**config.mk**
```make
export PLATFORM = sky130hd
export DESIGN_NAME = pts_cell
export DESIGN_NICKNAME = d
export VERILOG_FILES = /design/src/hw/rtl/pts_pkg.sv /design/src/hw/rtl/pts_cell.sv
export SDC_FILE = /design/constraint.sdc
export NUM_CORES = 1
export LEC_CHECK = 0
export ABC_CLOCK_PERIOD_IN_PS = 1100
export BUFFER_PORTS_ARGS = -buffer_cell sky130_fd_sc_hd__buf_4
export CAP_MARGIN = 20
export CORE_MARGIN = 4
export CORE_UTILIZATION = 30
export CTS_BUF_LIST = sky130_fd_sc_hd__clkbuf_16
export DETAILED_ROUTE_END_ITERATION = 10
export REMOVE_ABC_BUFFERS = 1
export SLEW_MARGIN = 25
export SYNTH_ARGS = -nofsm -noshare
export SYNTH_HDL_FRONTEND = slang
export SYNTH_SLANG_ARGS = --single-unit
```
**constraint.sdc**
```tcl
create_clock -name clk_i -period 1.1 [get_ports clk_i]
set_clock_uncertainty 0.1 [all_clocks]
set_input_delay 0.055 -clock clk_i [delete_from_list [all_inputs] [get_ports clk_i]]
set_output_delay 0.055 -clock clk_i [all_outputs]
set_load 0.05 [all_outputs]
```
**src/hw/rtl/pts_pkg.sv**
```systemverilog
// shared types and constants of the priority thread scheduler
// no dependencies
package pts_pkg;

  localparam int unsigned SlotsDef = 16;
  localparam int unsigned PrioLevelsDef = 64;
  localparam logic [7:0] SliceReset = 8'd4;
  localparam logic [30:0] TidMask = 31'h7fffffff;

  // slot status codes
  typedef enum logic [2:0] {
    StFree     = 3'd0,
    StRunning  = 3'd1,
    StReady    = 3'd2,
    StBlocked  = 3'd3,
    StSleeping = 3'd4
  } status_e;

  // event codes
  typedef enum logic [2:0] {
    OpTick   = 3'd0,
    OpCreate = 3'd1,
    OpBlock  = 3'd2,
    OpUnblk  = 3'd3,
    OpYield  = 3'd4,
    OpExit   = 3'd5,
    OpSetPri = 3'd6,
    OpSleep  = 3'd7
  } op_e;

  // error codes
  localparam logic [1:0] ErrOk     = 2'd0;
  localparam logic [1:0] ErrNoSlot = 2'd1;
  localparam logic [1:0] ErrNotBlk = 2'd2;
  localparam logic [1:0] ErrIdle   = 2'd3;

  // search kinds run through the cell chain
  typedef enum logic [1:0] {
    SrchReady = 2'd0,
    SrchSleep = 2'd1,
    SrchFree  = 2'd2
  } srch_e;

  // candidate handed from cell to cell
  typedef struct packed {
    logic        found;
    logic [7:0]  slot;
    logic [7:0]  prio;
    logic [63:0] wake;
    logic [31:0] age;
  } cand_t;

endpackage

```
**src/hw/rtl/pts_cell.sv**
```systemverilog
// one cell of the search chain: compares its slot against the passing candidate
// depends on pts_pkg
module pts_cell
  import pts_pkg::*;
(
  input  logic        clk_i,
  input  logic        rst_ni,
  input  logic        en_i,
  input  srch_e       kind_i,
  input  logic [63:0] now_i,
  input  logic [7:0]  slot_i,
  input  status_e     status_i,
  input  logic [7:0]  prio_i,
  input  logic [63:0] wake_i,
  input  logic [31:0] age_i,
  input  cand_t       cand_i,
  output cand_t       cand_o
);

  logic  take;
  cand_t cand_d, cand_q;

  // decide whether this slot beats the incoming candidate
  always_comb begin
    take = 1'b0;
    case (kind_i)
      SrchReady: begin
        if (status_i == StReady) begin
          take = !cand_i.found || prio_i > cand_i.prio ||
                 (prio_i == cand_i.prio && age_i > cand_i.age);
        end
      end
      SrchSleep: begin
        if (status_i == StSleeping && wake_i <= now_i) begin
          take = !cand_i.found || wake_i < cand_i.wake ||
                 (wake_i == cand_i.wake && (prio_i > cand_i.prio ||
                 (prio_i == cand_i.prio && age_i > cand_i.age)));
        end
      end
      SrchFree: begin
        take = status_i == StFree && !cand_i.found;
      end
      default: take = 1'b0;
    endcase
    cand_d = cand_i;
    if (take) begin
      cand_d.found = 1'b1;
      cand_d.slot  = slot_i;
      cand_d.prio  = prio_i;
      cand_d.wake  = wake_i;
      cand_d.age   = age_i;
    end
  end

  // candidate register toward the next cell
  always_ff @(posedge clk_i or negedge rst_ni) begin
    if (!rst_ni) begin
      cand_q <= '0;
    end else if (en_i) begin
      cand_q <= cand_d;
    end
  end

  assign cand_o = cand_q;

endmodule

```
==> impl_metrics.csv <==
group,metric,value,unit
yosys,async_reset_ff_share,100,%
final_layout,nets,2501,
clock_tree,clock_tree.buffer_depth,2,
route,drt-total-wl,54.7,mm
clock_tree,insertion_delay,0.42,ns
place,gp_congestion,0.900,
clock_tree,root_buffer,"clkbuf_16",
global_routing,grt_antenna_before_repair,2,
die,die_x,189,µm
final_layout,areaGrowthSynthToFinish,109,%
yosys,syn_area,0.00983,mm²
pwr,ir_drop,0.00101,V
yosys,synth_top_cells_by_count,"inv_1 (173), ha_1 (168), a21oi_1 (164)",
critical_path,cp.required,1.34,ns
yosys,synth.area.top_cells,"dfrtp_1 (29%), ha_1 (21%), a21oi_1 (8.3%)",
global_routing,grt-ovfl-total,0,
pwr,seqPwrFrac,24.5,%
yosys,netlist_instances,1235,
pwr,p_per_area,986,mW/mm²
yosys,postSynthAreaPerCell,7.96,µm²
die,core_area,0.0325,mm²
final_layout,largest_reg_flops,113,
yosys,synth-seq-cells,113,
final_layout,layout-drive-gt1-share,41.6,%
sta,period_minus_slack,2.55,ns
route,route.detailed.drc,0,
pwr,leakagePower,9.60,nW
critical_path,cpPeakStageDelay,0.37,ns
global_routing,grt_start_max_net_pins,50,
critical_path,start_kind,"input port",
outcome,status,"finished, violations left",
sta,period_share,232,%
sta,grt_setup_unrepaired,"yes",
yosys,synth_ff_type,"dfrtp_1",
sta,finalMaxSlewViolations,0,
clock_tree,cts_tree,"done",
yosys,ys_types,51,
critical_path,timing.critical_path.mode_cell,"buf_12",
route,wl_per_cell,21.9,µm
critical_path,cp-end-kind,"register",
final_layout,postLayoutCoreUtil,63.3,%
sta,hold_viol,7,
critical_path,path_cells,"buf_6, ha_4, nand4_1, nor4_4, a221oi_2, o211ai_1, a2111oi_2, buf_4, a21oi_4, o21ai_4, buf_12, buf_12, buf_16, a31oi_2, a21oi_1",
clock_tree,h-tree-depth,4,
place,port_buffers,409,
sta,tightest_slew,0.561,ns
pwr,power_frac_clock,30.0,%
critical_path,crit_family,"compound AO/OA/AOI/OAI gates",
sta,final.hold.worst_slack,-0.00522,ns
die,num_rows,66,
route,first_pass_iters,7,
hold_path,hold_path_class,"input port to async pin",
critical_path,crit_buf_inv,5,
sta,fin_ws,-1.45,ns
outcome,violations,"negative hold slack, negative setup slack",
critical_path,cp.arrival,2.80,ns
die,io_pins,410,
place,place_ws,-2.34,ns
sta,relSlewSlack,62.6,%
yosys,synth_area_leader_cell,"dfrtp_1",
clock_tree,cts_buffers,17,
global_routing,grt_pass1_vias,13600,
route,drt_iter0_drc,787,
pwr,p_sw,7.62,mW
die,die_y,189,µm
global_routing,grt_pass1_wl,75.5,mm
critical_path,slowest_stage,"a2111oi_2",
die,initial_core_util,30.3,%
critical_path,critical_path_class,"input port to register",
pwr,sw_frac_of_total,37.7,%
clock_tree,clock_sinks,113,
sta,fmax,392,MHz
yosys,synth_edf_count,0,
yosys,ys_seq_area_share,28.8,%
route,detail_route.vias_per_cell,5.37,
critical_path,cp_max_fo,8,
global_routing,grt_usage,26.6,%
yosys,yosys_warnings,0,
pwr,p_int,12.6,mW
place,dp_hpwl,33.2,mm
yosys,synth.most_common_cell,"inv_1",
route,ant_nets,0,
final_layout,fillers,2560,
die,die-area,0.0357,mm²
job,maxCapViolations,0,
yosys,synth_top_area_share,28.8,%
route,vias,13400,
sta,setup_viol,226,
clock_tree,cts.clk_slew.worst_paths,0.06,ns
pwr,power_frac_comb,45.5,%
final timing paths:
path                             start     endpoint  slack [ns]  cells after the start
max                         wake_i[41]   cand_o[88]       -1.45                     15
min                             rst_ni   cand_o[73]      -0.005                      2
max reg2reg                cand_o[108]  cand_o[108]        0.09                      2
min reg2reg                 cand_o[83]   cand_o[83]        0.45                      2
max in group asynchronous       rst_ni   cand_o[91]        0.04                      3
min in group clk_i          wake_i[21]   cand_o[53]        0.02                      4
layout by cell type (no fill, tap or decap), types with 7 or more instances in the layout:
| master | instances |
|---|---|
| buf_16 | 11 |
| nor2_1 | 116 |
| dlygate4sd3_1 | 226 |
| a211o_1 | 8 |
| o21ai_1 | 73 |
| a21oi_2 | 32 |
| a31oi_4 | 35 |
| buf_6 | 139 |
| nand2_1 | 36 |
| o21ai_2 | 14 |
| inv_4 | 10 |
| buf_12 | 26 |
| buf_8 | 9 |
| dfrtp_1 | 111 |
| a21o_1 | 14 |
| and4_1 | 7 |
| a31oi_1 | 67 |
| nand4_1 | 31 |
| nor2b_1 | 7 |
| inv_1 | 156 |
| o21ai_0 | 37 |
| a21oi_1 | 130 |
| clkbuf_16 | 28 |
| o221a_4 | 8 |
| buf_4 | 431 |
| ha_4 | 35 |
| ha_1 | 132 |
| nand3_1 | 13 |
| inv_2 | 9 |
power groups by stage:
stage | clock network, mW | registers [mW] | logic [mW]
final | 6.08 | 4.96 | 9.20
after global routing | 6.30 | 5.00 | 9.73
after CTS | 6.14 | 4.88 | 7.82
after detailed placement | 0 | 4.92 | 6.57
after global placement | 0 | 4.93 | 6.49
after floorplan | 0 | 6.40 | 1.86
cell families after synthesis:
kind of cell	count (synthesis)	share of synthesized area (%)
adder cells (fa/ha/maj)	168	21.4
AO/OA/AOI/OAI	462	27.5
AND/OR/NAND/NOR	248	11.8
buffers and inverters	244	10.6
flip-flops	113	28.8
worst register-to-register path, stage by stage (launching register included):
cell,delay [ns]
dfrtp_1,0.40
buf_4,0.15
o221a_4,0.25
area by class of cell:
class                   count  area [µm²]  share of cell area (%)
diodes                      1        2.50                  0.0122
clock buffers              17         425                    2.07
clock inverters            14         174                   0.847
inverters                 173         674                    3.28
multi-input cells         878        7580                    36.9
flip-flops and latches    113        2830                    13.8
well taps                 442         553                    2.69
repair buffers            853        8300                    40.4
timing repair:
| item | 4_1_cts | 5_1_grt |
|---|---|---|
| hold buffers | 224 | 2 |
| endpoints found under the hold margin | 226 | 1 |
| pin swaps | 118 | 111 |
| setup buffers | 16 | 45 |
| gates resized for setup | 156 | 334 |
| setup endpoints to repair | 226 | 226 |
| cloned | 8 | 13 |
layer usage:
layer  global-route usage [%]  vias to the layer above  routed length (µm)
met3                     7.72                      153                4920
met4                     10.7                        2                2330
li1                         -                     6070                   -
met2                     45.2                      714               26300
met1                     31.7                     6427               21100
met5                        0                        -                  13
through the flow:
stage	area, µm²	std cells	TNS (ns)	power, mW	hold WS [ns]
after floorplan	9440	1164	-288.85	8.26	-0.341
after global placement	14300	2153	-251.91	11.4	-0.120
after detailed placement	14300	2153	-249.55	11.5	-0.111
after CTS	18400	2432	-159.67	18.8	-0.0299
after global routing	20500	2491	-176.89	21.0	-0.0130
final	20500	2491	-161.03	20.2	-0.00522
No activity file was read; power rests on OpenSTA's default activity.
